$ cat src/rtl/core/doc_pkg.sv
// Shared constants, register codes and word types of the directional object counter.
// No dependencies.
`default_nettype none

package doc_pkg;

    localparam int RECENT_DEPTH = 16;
    localparam int COORD_BITS   = 12;
    localparam int ID_BITS      = 16;
    localparam int FRAME_BITS   = 16;
    localparam int CNT_BITS     = 32;
    localparam int IDX_BITS     = (RECENT_DEPTH > 1) ? $clog2(RECENT_DEPTH) : 1;
    localparam int CFG_IDX_BITS = 2;
    localparam int MIN_FRAMES   = 2;

    localparam logic KIND_REPORT = 1'b0;
    localparam logic KIND_CLEAR  = 1'b1;

    typedef enum logic [CFG_IDX_BITS-1:0] {
        REG_LEFT   = 2'd0,
        REG_TOP    = 2'd1,
        REG_WIDTH  = 2'd2,
        REG_HEIGHT = 2'd3
    } t_reg_idx;

    typedef struct packed {
        logic                  kind;
        logic [ID_BITS-1:0]    object_id;
        logic [FRAME_BITS-1:0] frames_alive;
        logic [COORD_BITS-1:0] pos_x;
        logic [COORD_BITS-1:0] pos_y;
        logic [COORD_BITS-1:0] start_x;
        logic [COORD_BITS-1:0] object_width;
        logic                  left_to_right;
    } t_in;

    typedef struct packed {
        logic                counted;
        logic [CNT_BITS-1:0] ltr_count;
        logic [CNT_BITS-1:0] rtl_count;
        logic [CNT_BITS:0]   total_count;
    } t_out;

    typedef struct packed {
        logic [COORD_BITS-1:0] ref_left;
        logic [COORD_BITS-1:0] ref_top;
        logic [COORD_BITS-1:0] ref_width;
        logic [COORD_BITS-1:0] ref_height;
    } t_cfg;

    typedef struct packed {
        logic                rd_en;
        logic [IDX_BITS-1:0] rd_addr;
        logic                wr_en;
        logic [ID_BITS-1:0]  wr_id;
    } t_ring_req;

    typedef struct packed {
        logic [ID_BITS-1:0] id;
        logic               valid;
    } t_ring_rsp;

endpackage

`default_nettype wire

$ cat src/rtl/core/doc_ring.sv
// Ring of recently counted ids: synchronous id RAM, valid flags and write pointer.
// Depends on doc_pkg.
`default_nettype none

module doc_ring (
    input  wire                 i_clk,
    input  wire                 i_rst_n,
    input  doc_pkg::t_ring_req  i_req,
    output doc_pkg::t_ring_rsp  o_rsp
);

    localparam logic [doc_pkg::IDX_BITS-1:0] LAST_IDX =
        doc_pkg::IDX_BITS'(doc_pkg::RECENT_DEPTH - 1);

    logic [doc_pkg::ID_BITS-1:0]      mem [doc_pkg::RECENT_DEPTH];
    logic [doc_pkg::ID_BITS-1:0]      r_rd_id;
    logic                             r_rd_vld;
    logic [doc_pkg::RECENT_DEPTH-1:0] r_valid;
    logic [doc_pkg::IDX_BITS-1:0]     r_ptr;
    logic [doc_pkg::IDX_BITS-1:0]     n_ptr;

    always_comb begin
        n_ptr = r_ptr;
        if (i_req.wr_en) begin
            n_ptr = (r_ptr == LAST_IDX) ? '0 : r_ptr + 1'b1;
        end
    end

    // The sequencer never writes while a scan is in flight, so no forwarding.
    always_ff @(posedge i_clk) begin
        if (i_req.wr_en) begin
            mem[r_ptr] <= i_req.wr_id;
        end
        if (i_req.rd_en) begin
            r_rd_id <= mem[i_req.rd_addr];
        end
    end

    always_ff @(posedge i_clk) begin
        if (!i_rst_n) begin
            r_valid  <= '0;
            r_ptr    <= '0;
            r_rd_vld <= 1'b0;
        end else begin
            if (i_req.wr_en) begin
                r_valid[r_ptr] <= 1'b1;
            end
            if (i_req.rd_en) begin
                r_rd_vld <= r_valid[i_req.rd_addr];
            end
            r_ptr <= n_ptr;
        end
    end

    assign o_rsp.id    = r_rd_id;
    assign o_rsp.valid = r_rd_vld;

endmodule

`default_nettype wire

$ cat src/rtl/core/doc_qual.sv
// Qualification tests of a report (age, travel, size, box), registered.
// Depends on doc_pkg.
`default_nettype none

module doc_qual (
    input  wire            i_clk,
    input  doc_pkg::t_in   i_item,
    input  doc_pkg::t_cfg  i_cfg,
    output logic           o_pass
);

    localparam int CB = doc_pkg::COORD_BITS;

    logic [CB-1:0] travel;
    logic [CB+4:0] w20;
    logic [CB+4:0] ref13;
    logic [CB+1:0] w2;
    logic [CB+1:0] ref3;
    logic [CB:0]   right_edge;
    logic [CB:0]   bottom_edge;
    logic          age_ok;
    logic          travel_ok;
    logic          size_ok;
    logic          box_ok;
    logic          r_pass;

    always_comb begin
        travel = (i_item.pos_x >= i_item.start_x) ? i_item.pos_x - i_item.start_x
                                                  : i_item.start_x - i_item.pos_x;
        // 0.65 < w/W < 1.5 tested as 20w > 13W and 2w < 3W
        w20   = (CB+5)'(i_item.object_width) * (CB+5)'(20);
        ref13 = (CB+5)'(i_cfg.ref_width) * (CB+5)'(13);
        w2    = (CB+2)'(i_item.object_width) << 1;
        ref3  = (CB+2)'(i_cfg.ref_width) * (CB+2)'(3);
        right_edge  = (CB+1)'(i_cfg.ref_left) + (CB+1)'(i_cfg.ref_width);
        bottom_edge = (CB+1)'(i_cfg.ref_top) + (CB+1)'(i_cfg.ref_height);

        age_ok    = i_item.frames_alive > doc_pkg::FRAME_BITS'(doc_pkg::MIN_FRAMES);
        travel_ok = travel > i_cfg.ref_width;
        size_ok   = (w20 > ref13) && (w2 < ref3);
        box_ok    = (i_item.pos_x > i_cfg.ref_left)
                 && ((CB+1)'(i_item.pos_x) < right_edge)
                 && (i_item.pos_y > i_cfg.ref_top)
                 && ((CB+1)'(i_item.pos_y) < bottom_edge);
    end

    always_ff @(posedge i_clk) begin
        r_pass <= age_ok && travel_ok && size_ok && box_ok;
    end

    assign o_pass = r_pass;

endmodule

`default_nettype wire

$ cat src/rtl/core/directional_object_counter_top.sv
// Channel    Dir  Handshake              Word
// item       in   start & !busy          i_item (doc_pkg::t_in)
// result     out  o_valid, one cycle     o_result (doc_pkg::t_out)
// config     in   i_cfg_we               i_cfg_idx, i_cfg_data
//
// A report scans the id RAM one entry per cycle over its single read port, then
// decides in S_LAST; busy is high in S_SCAN and S_LAST, and the result is registered.
// A clear word gives its result the cycle after accept and never raises busy.
// Synchronous active-low reset clears counters, valid flags and pointer; no RAM sweep.
// The receiver cannot stall; each result is shown for exactly one cycle.
// Depends on doc_pkg, doc_ring, doc_qual.
`default_nettype none

module directional_object_counter_top (
    input  wire                                 i_clk,
    input  wire                                 i_rst_n,
    input  wire                                 start,
    output logic                                busy,
    input  doc_pkg::t_in                        i_item,
    output logic                                o_valid,
    output doc_pkg::t_out                       o_result,
    input  wire                                 i_cfg_we,
    input  wire  [doc_pkg::CFG_IDX_BITS-1:0]    i_cfg_idx,
    input  wire  [doc_pkg::COORD_BITS-1:0]      i_cfg_data
);

    localparam logic [doc_pkg::IDX_BITS-1:0] LAST_IDX =
        doc_pkg::IDX_BITS'(doc_pkg::RECENT_DEPTH - 1);

    typedef enum logic [1:0] {
        S_IDLE,
        S_SCAN,
        S_LAST
    } t_state;

    t_state                          r_state, n_state;
    logic [doc_pkg::IDX_BITS-1:0]    r_addr, n_addr;
    logic                            r_hit, n_hit;
    logic                            r_cmp, n_cmp;
    doc_pkg::t_in                    r_item, n_item;
    logic [doc_pkg::CNT_BITS-1:0]    r_ltr, n_ltr;
    logic [doc_pkg::CNT_BITS-1:0]    r_rtl, n_rtl;
    doc_pkg::t_out                   r_out, n_out;
    logic                            r_out_vld, n_out_vld;
    doc_pkg::t_cfg                   r_cfg;
    doc_pkg::t_ring_req              ring_req;
    doc_pkg::t_ring_rsp              ring_rsp;
    logic                            qual_pass;
    logic                            cmp_hit;
    logic                            do_result;
    logic                            counted;

    doc_ring u_ring (
        .i_clk   (i_clk),
        .i_rst_n (i_rst_n),
        .i_req   (ring_req),
        .o_rsp   (ring_rsp)
    );

    doc_qual u_qual (
        .i_clk  (i_clk),
        .i_item (r_item),
        .i_cfg  (r_cfg),
        .o_pass (qual_pass)
    );

    always_ff @(posedge i_clk) begin
        if (!i_rst_n) begin
            r_cfg <= '0;
        end else if (i_cfg_we) begin
            case (doc_pkg::t_reg_idx'(i_cfg_idx))
                doc_pkg::REG_LEFT:   r_cfg.ref_left   <= i_cfg_data;
                doc_pkg::REG_TOP:    r_cfg.ref_top    <= i_cfg_data;
                doc_pkg::REG_WIDTH:  r_cfg.ref_width  <= i_cfg_data;
                doc_pkg::REG_HEIGHT: r_cfg.ref_height <= i_cfg_data;
                default: ;
            endcase
        end
    end

    always_comb begin
        n_state   = r_state;
        n_addr    = r_addr;
        n_hit     = r_hit;
        n_cmp     = 1'b0;
        n_item    = r_item;
        n_ltr     = r_ltr;
        n_rtl     = r_rtl;
        do_result = 1'b0;
        counted   = 1'b0;

        ring_req         = '0;
        ring_req.rd_addr = r_addr;
        ring_req.wr_id   = r_item.object_id;

        // read data is registered, so it arrives in the cycle after its address
        cmp_hit = r_cmp && ring_rsp.valid && (ring_rsp.id == r_item.object_id);

        case (r_state)
            S_IDLE: begin
                if (start) begin
                    if (i_item.kind == doc_pkg::KIND_CLEAR) begin
                        n_ltr     = '0;
                        n_rtl     = '0;
                        do_result = 1'b1;
                    end else begin
                        n_item  = i_item;
                        n_addr  = '0;
                        n_hit   = 1'b0;
                        n_state = S_SCAN;
                    end
                end
            end
            S_SCAN: begin
                ring_req.rd_en = 1'b1;
                n_cmp = 1'b1;
                n_hit = r_hit | cmp_hit;
                if (r_addr == LAST_IDX) begin
                    n_state = S_LAST;
                end else begin
                    n_addr = r_addr + 1'b1;
                end
            end
            S_LAST: begin
                counted = !(r_hit | cmp_hit) && qual_pass;
                if (counted) begin
                    ring_req.wr_en = 1'b1;
                    if (r_item.left_to_right) begin
                        n_ltr = r_ltr + 1'b1;
                    end else begin
                        n_rtl = r_rtl + 1'b1;
                    end
                end
                do_result = 1'b1;
                n_state   = S_IDLE;
            end
            default: begin
                n_state = S_IDLE;
            end
        endcase

        n_out_vld = do_result;
        n_out     = r_out;
        if (do_result) begin
            n_out.counted     = counted;
            n_out.ltr_count   = n_ltr;
            n_out.rtl_count   = n_rtl;
            n_out.total_count = (doc_pkg::CNT_BITS+1)'(n_ltr)
                              + (doc_pkg::CNT_BITS+1)'(n_rtl);
        end
    end

    always_ff @(posedge i_clk) begin
        if (!i_rst_n) begin
            r_state   <= S_IDLE;
            r_addr    <= '0;
            r_hit     <= 1'b0;
            r_cmp     <= 1'b0;
            r_ltr     <= '0;
            r_rtl     <= '0;
            r_out_vld <= 1'b0;
        end else begin
            r_state   <= n_state;
            r_addr    <= n_addr;
            r_hit     <= n_hit;
            r_cmp     <= n_cmp;
            r_ltr     <= n_ltr;
            r_rtl     <= n_rtl;
            r_out_vld <= n_out_vld;
        end
    end

    always_ff @(posedge i_clk) begin
        r_item <= n_item;
        r_out  <= n_out;
    end

    assign busy     = (r_state != S_IDLE);
    assign o_valid  = r_out_vld;
    assign o_result = r_out;

endmodule

`default_nettype wire

$ cat config.mk
export PLATFORM = sky130hd
export DESIGN_NAME = directional_object_counter_top
export DESIGN_NICKNAME = d
export VERILOG_FILES = /design/src/rtl/core/doc_pkg.sv /design/src/rtl/core/doc_ring.sv /design/src/rtl/core/doc_qual.sv /design/src/rtl/core/directional_object_counter_top.sv
export SDC_FILE = /design/constraint.sdc
export NUM_CORES = 1
export LEC_CHECK = 0
export BUFFER_PORTS_ARGS = -buffer_cell sky130_fd_sc_hd__buf_4
export CORE_MARGIN = 2
export CORE_UTILIZATION = 25
export DETAILED_ROUTE_END_ITERATION = 10
export GPL_TIMING_DRIVEN = 0
export PLACE_DENSITY = 0.44
export SYNTH_ARGS = -nofsm -noshare
export SYNTH_HDL_FRONTEND = slang
export SYNTH_HIERARCHICAL = 1
export SYNTH_SLANG_ARGS = --single-unit
$ cat constraint.sdc
create_clock -name i_clk -period 7.3 [get_ports i_clk]
set_input_delay 1.095 -clock i_clk [delete_from_list [all_inputs] [get_ports i_clk]]
set_output_delay 1.095 -clock i_clk [all_outputs]
set_load 0.1 [all_outputs]
# Word-level counts from Yosys, hierarchy flattened
# Memories as Yosys holds them, arrays and structs flattened. A register that Yosys moved wholly into a read port is not among the register bits.
# Cells that the tools add are included.
# totals
memories,1
wordCells,125
mem_bits_rw,256
output_inout_bits,100
register_bits,322
# mem_list
memory,words,width,rd,rd_clocked_by_memory_dff,write_ports,line,source
u_ring.mem,16,16,1,1,1,doc_ring.sv:15,logic [doc_pkg::ID_BITS-1:0] mem [doc_pkg::RECENT_DEPTH];
# op_classes
add_sub_neg,9
n_eq_ne,12
bitwise,3
muxes,35
n_lt_le_gt_ge,12
mul,3
reduce_logical,24
# op_table
operator,count
$mux 32,8
$pmux 32 s2,2
$add 32x1->32 const B,2
$gt 12x12->1,3
$add 32x32->33,1
$add 12x12->13,2
$lt 12x13->1,2
$sub 12x12->12,2
$gt 17x16->1,1
$eq 16x16->1,1
$gt 16x2->1 const B,1
$mul 12x4->16 const B,1
$mux 4,4
$or 16x16->16,1
$mul 12x3->15 const B,1
$lt 13x14->1,1
$mul 12x2->14 const B,1
$ge 12x12->1,1
$mux 12,1
$logic_and 1x1->1,11
$mux 1,11
$lt 4x5->1 const B,2
$reduce_and 3->1,3
$add 4x1->4 const B,2
18 further kinds,33

# Longest topological paths before layout
# Gate-level depths: netlist (run 1).
# logic_depth
ltp_word,9
depth_mapped,20
ltp_nobuf,20

# By module
# The synthesis (run 1) kept the hierarchy.
# modules_own_cells
mod,area_each_um2,cells_per_inst,seq_area_each_um2,instances
directional_object_counter_top,12685.9,1051,7797.5,1
doc_ring,11066.9,471,8588.2,1
doc_qual,5884.4,739,20.0,1

# Worst setup path before layout (run 1)
# No wires, ideal clock.
# synth_path
path_type,input -> register
start,in start
end,reg r_out (netlist bit o_result[0]) (enable)
path_stages,2
setup_time_ns,0.558
setup_slack_ns,1.462
arrival_time_ns,5.280
n_path_buf,0
cell_sequence,a21oi_1 > nor2_1
# synth_between
elab_chain_cells,2
# synth_rtl
element,line,source
start: declaration,directional_object_counter_top.sv:17,"input wire start,"
$mux 1,directional_object_counter_top.sv:101,if (start) begin
$pmux 1 s2,directional_object_counter_top.sv:99,case (r_state)
via do_result,directional_object_counter_top.sv:50,logic do_result;
end signal: assignment,directional_object_counter_top.sv:175,r_out <= n_out;
end: declaration,directional_object_counter_top.sv:43,"doc_pkg::t_out r_out, n_out;"
# The timed path passes the listed nets, and every way through them passes these cells.
# A chain may end at the register's enable or synchronous reset.

# Worst setup path after layout (run 1)
# layout_path
start,reg r_item[71] in the netlist's numbering
end,"reg r_out (netlist bit o_result[32]), data pin"
# layout_between
elab_chain_cells,8
# layout_rtl
element,line,source
start: declaration,directional_object_counter_top.sv:40,"doc_pkg::t_in r_item, n_item;"
start signal: assignment,directional_object_counter_top.sv:174,r_item <= n_item;
$eq 16x16->1,directional_object_counter_top.sv:97,cmp_hit = r_cmp && ring_rsp.valid && (ring_rsp.id == r_item.object_id);
$logic_and 1x1->1,directional_object_counter_top.sv:97,
$or 1x1->1,directional_object_counter_top.sv:125,counted = !(r_hit | cmp_hit) && qual_pass;
$logic_not 1->1,directional_object_counter_top.sv:125,
$logic_and 1x1->1,directional_object_counter_top.sv:125,
$mux 32,directional_object_counter_top.sv:126,if (counted) begin
$pmux 32 s2,directional_object_counter_top.sv:99,
via n_ltr (one bit),directional_object_counter_top.sv:41,"logic [doc_pkg::CNT_BITS-1:0] r_ltr, n_ltr;"
$add 32x32->33,directional_object_counter_top.sv:149,+ (doc_pkg::CNT_BITS+1)'(n_rtl);
# The timed path passes the listed nets, and every way through them passes these cells.

==> flow_metrics.env, run 1 <==
export IMPL_fin_hold_ws_ns=0.467
export IMPL_hpwlAfterDp_mm=58.7
export IMPL_fin_crit_sh_pct=90.7
export IMPL_use_met2_pct=21.9
export IMPL_cts_tree="built"
export IMPL_crit_arrival_ns=6.96
export IMPL_grt_pass1_wl_mm=122
export IMPL_routed_wl_mm=81.9
export IMPL_p_switching_w=0.00193
export IMPL_end_kind="flip-flop"
export IMPL_viasPerCell=4.65
export IMPL_cts_hold_buf=0
export IMPL_drive_above_1_share_pct=17.0
export IMPL_swShare_pct=24.0
export IMPL_period_needed_ns=6.62
export IMPL_grt_most_used_layer="met2"
export IMPL_seqPwrFrac_pct=46.5
export IMPL_dp_slack_ns=0.577
export IMPL_insertion_delay_ns=0.63
export IMPL_wire_per_inst_um=19.8
export IMPL_diodes=0
export IMPL_clockRootBuffer="clkbuf_16"
export IMPL_fmax_mhz=151
export IMPL_combinationalPowerShare_pct=8.9
export IMPL_die_y_um=348
export IMPL_clock_sinks=594
export IMPL_antenna_found_initial=2
export IMPL_crit_path_start_kind="flip-flop"
export IMPL_coreArea_um2=118000
export IMPL_cts_setup_buffers=0
export IMPL_path_max_fanout=17
export IMPL_cts_buffers=71
export IMPL_start_util_pct=25.2
export IMPL_grt_max_degree=66
export IMPL_ant_nets=0
export IMPL_fin_skew_ns=0.0335
export IMPL_required_ns=7.64
export IMPL_clk_pin_slew_ns=0.06
export IMPL_worstHoldPathType="flip-flop to flip-flop"
export IMPL_gp_congestion=0.819
export IMPL_boundaryPins=200
export IMPL_area_growth_pct=19.7
export IMPL_cp_cell_sequence="xnor2_1 -> nand4_1 -> or4_4 -> o211ai_1 -> inv_1 -> nand2_1 -> mux2i_1 -> ha_1 -> o211ai_1 -> a21o_1 -> a211oi_1 -> o21ai_0 -> nand3_1 -> a21o_1 -> a2111oi_0 -> o21ai_0"
export IMPL_cts_repair_resized=0
export IMPL_nets=2879
export IMPL_firstDrtPassIters=5
export IMPL_grt_util_met1_pct=17.9
export IMPL_syn_area_um2=29600
export IMPL_cts_max_path_buffers=3
export IMPL_fin_ws_ns=0.680
export IMPL_power_internal_w=0.00611
export IMPL_ir_worst_vdd_mv=0.143
export IMPL_avgSynthCellArea_um2=13.1
export IMPL_vias=19200
export IMPL_finalNonFillerCells=4128
export IMPL_synth_warnings=6
export IMPL_grt_pass1_vias=19500
export IMPL_maxSlewViolCount=0
export IMPL_max_stage_delay_ns=0.76
export IMPL_powerDensity_nw_per_um2=227
export IMPL_syn_nets=2604
export IMPL_drt_iter0_markers=1255
export IMPL_max_cap_violations=0
export IMPL_finalSetupViolCount=0
export IMPL_max_slew_margin_pct=7.54
export IMPL_cp_slowest_cell="o211ai_1"
export IMPL_p_total_w=0.00805
export IMPL_status="completed"
export IMPL_row_count=126
export IMPL_worstMarginPinSlew_ns=1.39
export IMPL_rsz0062_at_grt="no"
export IMPL_hold_violations=0
export IMPL_syn_inst=2260
export IMPL_clockPowerShare_pct=44.6
export IMPL_die_area_um2=121000
export IMPL_numPortBuffers=199
export IMPL_leakagePower_nw=13.2
export IMPL_drc=0
export IMPL_use_met3_pct=2.36
export IMPL_crit_type="flip-flop to flip-flop"
export IMPL_place_inst=3998
export IMPL_grt_util_all_layers_pct=13.4
export IMPL_grt_overflow=0
export IMPL_h_tree_depth=3
export IMPL_die_x_um=348
[registers in the layout (all words and copies together) (netlist names)]
register	cells
o_result	98
u_qual/o_pass	1
u_ring/r_rd_id	16
u_ring/r_ptr	4
r_cfg	48
o_valid	1
r_addr	4
u_ring/r_valid	16
u_ring/mem	256
r_item	81
r_rtl	32
r_ltr	32
u_ring/r_rd_vld	1
r_state	2
r_cmp	1
r_hit	1
[final timing paths]
path | startpoint | endpoint | slack (ns) | depth (start not counted)
max | r_item[71]$_DFFE_PP_ | o_result[32]$_DFFE_PP_ | 0.68 | 16
min reg2reg | u_ring/r_valid[13]$_SDFFE_PN0P_ | u_ring/r_valid[13]$_SDFFE_PN0P_ | 0.47 | 1
min | u_ring/r_valid[13]$_SDFFE_PN0P_ | u_ring/r_valid[13]$_SDFFE_PN0P_ | 0.47 | 1
max reg2reg | r_item[71]$_DFFE_PP_ | o_result[32]$_DFFE_PP_ | 0.68 | 16
[placed cells by master, fill, tap and decap left out, types with 13 or more instances in the layout]
| master | instances |
|---|---|
| a211oi_1 | 13 |
| a21boi_0 | 29 |
| a21o_1 | 43 |
| a21oi_1 | 86 |
| and2_1 | 91 |
| and3_1 | 20 |
| buf_4 | 202 |
| clkbuf_1 | 67 |
| clkbuf_16 | 73 |
| dfxtp_1 | 143 |
| edfxtp_1 | 451 |
| fa_1 | 25 |
| ha_1 | 219 |
| inv_1 | 122 |
| mux2i_1 | 65 |
| mux4_2 | 82 |
| nand2_1 | 151 |
| nand3_1 | 68 |
| nand4_1 | 31 |
| nor2_1 | 74 |
| nor2b_1 | 43 |
| nor3_1 | 29 |
| o211ai_1 | 38 |
| o21a_1 | 27 |
| o21ai_0 | 43 |
| o21bai_1 | 13 |
| o31ai_1 | 34 |
| xnor2_1 | 65 |
| xor2_1 | 41 |
[power groups by stage]
| stage | logic (W) | clock network (W) | registers [W] |
|---|---|---|---|
| after floorplan | 0.000370 | 0 | 0.00393 |
| after global placement | 0.000707 | 0 | 0.00382 |
| after detailed placement | 0.000721 | 0 | 0.00381 |
| after CTS | 0.000725 | 0.00373 | 0.00374 |
| after global routing | 0.000787 | 0.00384 | 0.00375 |
| final | 0.000716 | 0.00359 | 0.00374 |
[layer usage]
layer | part of all wire, % | vias up
li1 | - | 9087
met1 | 46 | 9538
met2 | 46 | 447
met3 | 4.7 | 120
met4 | 2.6 | 4
met5 | 0.026 | -
[cell type report]
class                   count  area, µm²
fillers                 11700      82300
inverters                 123        464
repair buffers            202       1560
clock inverters            32        388
flip-flops and latches    594      16400
multi-input cells        1471      12400
well taps                1536       1920
plain buffers              72        363
clock buffers              98       1950
[metrics by stage]
step	utilization (%)	area, µm²	setup TNS [ns]
floorplan	-	29600	0
global placement	28.1	33000	-44.73
detailed placement	28.1	33100	0
CTS	30.1	35500	0
global route	30.1	35500	0
finish	30.1	35500	0
[critical path: cells and delay by family, from the launching register on]
kind | cells | cell delay [ns]
compound gates | 8 | 2.79
simple gates | 4 | 1.35
flops | 1 | 0.61
mux | 1 | 0.53
fa+ha+maj | 1 | 0.38
buf+inv | 1 | 0.36
xor+xnor | 1 | 0.32
Note: power is estimated with default switching activity, not from simulation.
==> run 2, diff against run 1 <==
--- a/config.mk
+++ b/config.mk
@@ -8,6 +8,7 @@
 export BUFFER_PORTS_ARGS = -buffer_cell sky130_fd_sc_hd__buf_4
 export CORE_MARGIN = 2
 export CORE_UTILIZATION = 25
+export CTS_BUF_LIST = sky130_fd_sc_hd__clkbuf_16
 export DETAILED_ROUTE_END_ITERATION = 10
 export GPL_TIMING_DRIVEN = 0
 export PLACE_DENSITY = 0.44
==> run 2 against run 1 <==
Against the previous run:
- count of clock-buffer cells in the layout fell by 25
- clock skew fell by 0.0016 ns
- worst setup slack improved by 0.0085 ns
- sequential share of layout area barely moved
- critical path depth did not move
- die area did not move
- sequential power barely moved
- combinational power barely moved
- total power fell by 0.80%
- final cell count did not move
- global-route usage did not move
- sequential cell count did not move
- largest power group unchanged
==> flow_metrics.env, run 2 (same netlist as run 1, synthesis figures left out) <==
export IMPL_insertion_delay_ns=0.63
export IMPL_grt_pass1_vias=19500
export IMPL_fin_setup_tns_ns=0
export IMPL_clockRootBuffer="clkbuf_16"
export IMPL_hold_violations=0
export IMPL_regMostFlops="u_ring/mem"
export IMPL_nets=2879
export IMPL_routed_wl_mm=81.8
export IMPL_rsz0062_at_grt="no"
export IMPL_use_met3_pct=2.36
export IMPL_die_y_um=348
export IMPL_largest_reg_flops=256
export IMPL_vias=19200
export IMPL_r2r_start="r_item[71]$_DFFE_PP_"
export IMPL_grt_most_used_layer="met2"
export IMPL_clock_sinks=594
export IMPL_power_internal_w=0.00605
export IMPL_final_cell_area_um2=35400
export IMPL_cts_buffers=71
export IMPL_final_cell_mix="edfxtp_1, ha_1, buf_4"
export IMPL_grt_util_all_layers_pct=13.4
export IMPL_leakagePower_nw=13.2
export IMPL_powerDensity_nw_per_um2=225
export IMPL_max_slew_margin_pct=6.78
export IMPL_fin_skew_ns=0.0318
export IMPL_grt_util_met1_pct=17.9
export IMPL_cts_max_path_buffers=3
export IMPL_crit_arrival_ns=6.96
export IMPL_drive_above_1_share_pct=16.9
export IMPL_start_util_pct=25.2
export IMPL_max_cap_violations=0
export IMPL_drt_iter0_markers=1295
export IMPL_path_max_fanout=17
export IMPL_hpwlAfterDp_mm=58.7
export IMPL_cts_hold_buf=0
export IMPL_worstHoldPathType="flip-flop to flip-flop"
export IMPL_gp_congestion=0.819
export IMPL_h_tree_depth=3
export IMPL_crit_type="flip-flop to flip-flop"
export IMPL_place_area_um2=33100
export IMPL_wire_per_inst_um=19.8
export IMPL_final_common_cell="edfxtp_1"
export IMPL_grt_max_degree=66
export IMPL_combinationalPowerShare_pct=9.0
export IMPL_cts_tree="built"
export IMPL_finalSetupViolCount=0
export IMPL_required_ns=7.64
export IMPL_hp_start="u_ring/r_valid[8]$_SDFFE_PN0P_"
export IMPL_diodes=0
export IMPL_clockPowerShare_pct=44.2
export IMPL_worstMarginPinSlew_ns=1.40
export IMPL_p_switching_w=0.00193
export IMPL_area_growth_pct=19.6
export IMPL_coreArea_um2=118000
export IMPL_fill_cells=11700
export IMPL_use_met2_pct=21.9
export IMPL_end_kind="flip-flop"
export IMPL_fin_crit_sh_pct=90.6
export IMPL_swShare_pct=24.2
export IMPL_firstDrtPassIters=5
export IMPL_clk_pin_slew_ns=0.06
export IMPL_maxSlewViolCount=0
export IMPL_fin_hold_ws_ns=0.467
export IMPL_ir_worst_vdd_mv=0.144
export IMPL_boundaryPins=200
export IMPL_period_needed_ns=6.61
export IMPL_status="completed"
export IMPL_row_count=126
export IMPL_cts_repair_resized=0
export IMPL_crit_path_start_kind="flip-flop"
export IMPL_antenna_found_initial=2
export IMPL_die_x_um=348
export IMPL_drc=0
export IMPL_grt_pass1_wl_mm=122
export IMPL_viasPerCell=4.65
export IMPL_numPortBuffers=199
export IMPL_grt_overflow=0
export IMPL_die_area_um2=121000
export IMPL_cts_setup_buffers=0
export IMPL_fmax_mhz=151
export IMPL_startpoint="r_item[71]$_DFFE_PP_"
export IMPL_seqPwrFrac_pct=46.9
export IMPL_ant_nets=0
## run 2: final cells by class
cell class | instances | area, µm² | share of cell area (%)
Buffer | 72 | 363 | 1.02
Tap cell | 1536 | 1920 | 5.42
Multi-Input combinational cell | 1471 | 12400 | 35.0
Clock buffer | 73 | 1830 | 5.15
Inverter | 123 | 464 | 1.31
Clock inverter | 57 | 482 | 1.36
Sequential cell | 594 | 16400 | 46.3
Timing Repair Buffer | 202 | 1560 | 4.41
## run 2: final timing paths
check,to,slack [ns],cells past startpoint
worst min register to register,u_ring/r_valid[8]$_SDFFE_PN0P_,0.47,1
worst min-delay path,u_ring/r_valid[8]$_SDFFE_PN0P_,0.47,1
worst max-delay path,o_result[32]$_DFFE_PP_,0.69,16
worst max register to register,o_result[32]$_DFFE_PP_,0.69,16
## run 2: metrics by stage
step                instances  util (%)  total power [W]  setup WS (ns)
finish                   4128      30.1          0.00798          0.689
global route             4128      30.1          0.00832          0.183
CTS                      4128      30.1          0.00813          0.557
detailed placement       3998      28.1          0.00454          0.577
global placement         3995      28.1          0.00453         -0.463
floorplan                2260         -          0.00430           1.46
## run 2: critical path: stages (launching register included)
cell and delay [ns]:
edfxtp_1 0.61, xnor2_1 0.32, nand4_1 0.24, or4_4 0.65, o211ai_1 0.77, inv_1 0.36
nand2_1 0.16, mux2i_1 0.53, ha_1 0.38, o211ai_1 0.11, a21o_1 0.15, a211oi_1 0.12
o21ai_0 0.57, nand3_1 0.29, a21o_1 0.26, a2111oi_0 0.59, o21ai_0 0.19
## run 2: power groups by stage
stage | clock network, W | registers, W | logic, W
floorplan | 0 | 0.00393 | 0.000370
global placement | 0 | 0.00382 | 0.000707
detailed placement | 0 | 0.00381 | 0.000721
CTS | 0.00366 | 0.00374 | 0.000725
global route | 0.00378 | 0.00375 | 0.000787
finish | 0.00353 | 0.00374 | 0.000715
## run 2: routing by layer
layer / share of wire, % / wire, µm / up-vias
met5: 0.026 / 21 / -
met2: 46 / 38000 / 443
met1: 46 / 37800 / 9529
li1: - / - / 9097
met3: 4.9 / 3990 / 122
met4: 2.6 / 2120 / 4
==> run 3, diff against run 2 <==
--- a/config.mk
+++ b/config.mk
@@ -6,11 +6,13 @@
 export NUM_CORES = 1
 export LEC_CHECK = 0
 export BUFFER_PORTS_ARGS = -buffer_cell sky130_fd_sc_hd__buf_4
+export CAP_MARGIN = 5
 export CORE_MARGIN = 2
 export CORE_UTILIZATION = 25
 export CTS_BUF_LIST = sky130_fd_sc_hd__clkbuf_16
 export DETAILED_ROUTE_END_ITERATION = 10
 export GPL_TIMING_DRIVEN = 0
+export MAX_ROUTING_LAYER = met4
 export PLACE_DENSITY = 0.44
 export SYNTH_ARGS = -nofsm -noshare
 export SYNTH_HDL_FRONTEND = slang
==> run 3 against run 2 <==
Against the previous run:
- combinational power about the same
- first-iteration DRC count decreased by 5.9%
- sequential cell count unchanged
- worst setup slack got worse by 0.017 ns
- core utilization about the same
- global-route usage increased by 0.35 points
==> flow_metrics.env, run 3 (same netlist as run 1, synthesis figures left out) <==
export IMPL_seqPwrFrac_pct=47.2
export IMPL_multi_input_area_um2=12400
export IMPL_grt_max_degree=66
export IMPL_max_cap_violations=0
export IMPL_clk_pin_slew_ns=0.06
export IMPL_crit_path_start_kind="flip-flop"
export IMPL_viasPerCell=4.63
export IMPL_h_tree_depth=3
export IMPL_hpwlAfterDp_mm=59.3
export IMPL_path_max_fanout=17
export IMPL_ir_worst_vdd_mv=0.148
export IMPL_die_y_um=348
export IMPL_largest_reg_flops=256
export IMPL_wire_per_inst_um=19.8
export IMPL_leakagePower_nw=13.2
export IMPL_end_kind="flip-flop"
export IMPL_combinationalPowerShare_pct=9.0
export IMPL_drive_above_1_share_pct=17.0
export IMPL_cp_slowest_cell="o211ai_1"
export IMPL_startpoint="r_item[78]$_DFFE_PP_"
export IMPL_start_util_pct=25.2
export IMPL_final_cell_mix="edfxtp_1, ha_1, buf_4"
export IMPL_r2r_start="r_item[78]$_DFFE_PP_"
export IMPL_hp_start="u_ring/r_valid[3]$_SDFFE_PN0P_"
export IMPL_wl_met1_mm=38.0
export IMPL_regMostFlops="u_ring/mem"
export IMPL_power_internal_w=0.00598
export IMPL_cts_hold_buf=0
export IMPL_met3_length_mm=3.54
export IMPL_worstMarginPinSlew_ns=1.33
export IMPL_numPortBuffers=199
export IMPL_nets=2883
export IMPL_final_common_cell="edfxtp_1"
export IMPL_utilization_pct=30.1
export IMPL_cp_endpoint="o_result[32]$_DFFE_PP_"
export IMPL_firstDrtPassIters=5
export IMPL_fin_ws_ns=0.672
export IMPL_crit_type="flip-flop to flip-flop"
export IMPL_fin_hold_ws_ns=0.466
export IMPL_coreArea_um2=118000
export IMPL_powerDensity_nw_per_um2=223
export IMPL_status="completed"
export IMPL_maxSlewViolCount=0
export IMPL_hold_violations=0
export IMPL_dp_slack_ns=0.636
export IMPL_clockPowerShare_pct=43.8
export IMPL_die_x_um=348
export IMPL_fin_crit_sh_pct=90.8
export IMPL_reg2reg_depth=16
export IMPL_area_growth_pct=19.8
export IMPL_p_total_w=0.00792
export IMPL_fmax_mhz=151
export IMPL_grt_util_all_layers_pct=13.7
export IMPL_cts_max_path_buffers=3
export IMPL_vias=19100
export IMPL_row_count=126
export IMPL_antenna_found_initial=0
export IMPL_clock_sinks=594
export IMPL_insertion_delay_ns=0.63
export IMPL_boundaryPins=200
export IMPL_max_stage_delay_ns=0.78
export IMPL_diodes=0
export IMPL_max_slew_margin_pct=11.2
export IMPL_period_needed_ns=6.63
export IMPL_clockRootBuffer="clkbuf_16"
export IMPL_worstHoldPathType="flip-flop to flip-flop"
export IMPL_ant_nets=0
export IMPL_gp_congestion=0.832
export IMPL_drt_iter0_markers=1218
export IMPL_fin_skew_ns=0.0357
export IMPL_grt_pass1_vias=19600
export IMPL_finalSetupViolCount=0
export IMPL_cts_tree="built"
export IMPL_die_area_um2=121000
export IMPL_p_switching_w=0.00194
export IMPL_cts_buffers=71
export IMPL_swShare_pct=24.5
export IMPL_r2r_slack_ns=0.67
export IMPL_rr_endpoint="o_result[32]$_DFFE_PP_"
export IMPL_seq_area_um2=16400
export IMPL_fill_cells=11700
export IMPL_cts_setup_buffers=0
export IMPL_routed_wl_mm=81.7
export IMPL_grt_overflow=0
export IMPL_grt_pass1_wl_mm=122
export IMPL_crit_arrival_ns=6.97
export IMPL_rsz0062_at_grt="no"
export IMPL_required_ns=7.64
export IMPL_highest_layer="met4"
export IMPL_cts_repair_resized=0
export IMPL_cp_cell_sequence="xnor2_1 -> nand4_1 -> or4_4 -> o211ai_1 -> inv_1 -> nand3_1 -> mux2i_1 -> ha_1 -> nand2b_1 -> a21o_1 -> a211oi_1 -> o21ai_0 -> nand3_1 -> a21o_1 -> a2111oi_0 -> o21ai_0"
export IMPL_wl_met2_mm=38.3
export IMPL_drc=0
==> run 3: cell types whose count changed in the layout (fill, tap and decap cells not counted), sizes merged <==
| cell | delta |
|---|---|
| clkinvlp | +4 |
| inv | -11 |
| buf | +4 |
| bufinv | -1 |
| clkinv | +7 |
| clkbuf | -2 |
==> run 3: layout make-up <==
class                      count  area share (%)
sequential                   594            46.2
multi-input combinational   1471            35.0
tap                         1536            5.41
clock buffer                  71            5.00
timing repair buffer         206            4.64
clock inverter                56            1.43
inverter                     123            1.31
buffer                        72            1.02
==> run 3: worst min path at each step <==
stage               cells past startpoint  slack [ns]                              end
global placement                        1        0.45  u_ring/r_valid[15]$_SDFFE_PN0P_
floorplan                               1        0.44  u_ring/r_valid[10]$_SDFFE_PN0P_
global route                            1        0.48   u_ring/r_valid[5]$_SDFFE_PN0P_
finish                                  1        0.47   u_ring/r_valid[3]$_SDFFE_PN0P_
detailed placement                      1        0.45   u_ring/r_valid[2]$_SDFFE_PN0P_
CTS                                     1        0.47   u_ring/r_valid[3]$_SDFFE_PN0P_
==> run 3: critical path, delay by kind of cell (launching register included) <==
| kind | cells | cell delay, ns |
|---|---|---|
| compound gates | 7 | 2.70 |
| xor+xnor | 1 | 0.28 |
| fa+ha+maj | 1 | 0.37 |
| buf+inv | 1 | 0.37 |
| flops | 1 | 0.64 |
| mux | 1 | 0.46 |
| simple gates | 5 | 1.50 |
==> run 3: power groups by stage <==
| stage | combinational [W] | sequential, W | clock [W] |
|---|---|---|---|
| after floorplan | 0.000370 | 0.00393 | 0 |
| after global placement | 0.000707 | 0.00382 | 0 |
| after detailed placement | 0.000721 | 0.00381 | 0 |
| after CTS | 0.000725 | 0.00374 | 0.00360 |
| after global routing | 0.000783 | 0.00375 | 0.00373 |
| final | 0.000715 | 0.00374 | 0.00347 |
==> run 3: routing by layer <==
layer  up-vias  track usage [%]
met5         -                -
met4         0             4.18
met3       111             2.03
met2       423             22.1
met1      9495             17.9
li1       9090                -
==> run 3: metrics by stage <==
step           setup TNS, ns  instances  cell area (µm²)
4_1_cts                    0       4128            35500
5_1_grt                    0       4129            35500
2_1_floorplan              0       2260            29600
3_3_place_gp          -44.73       3995            33000
3_5_place_dp               0       4001            33200
6_report                   0       4129            35500
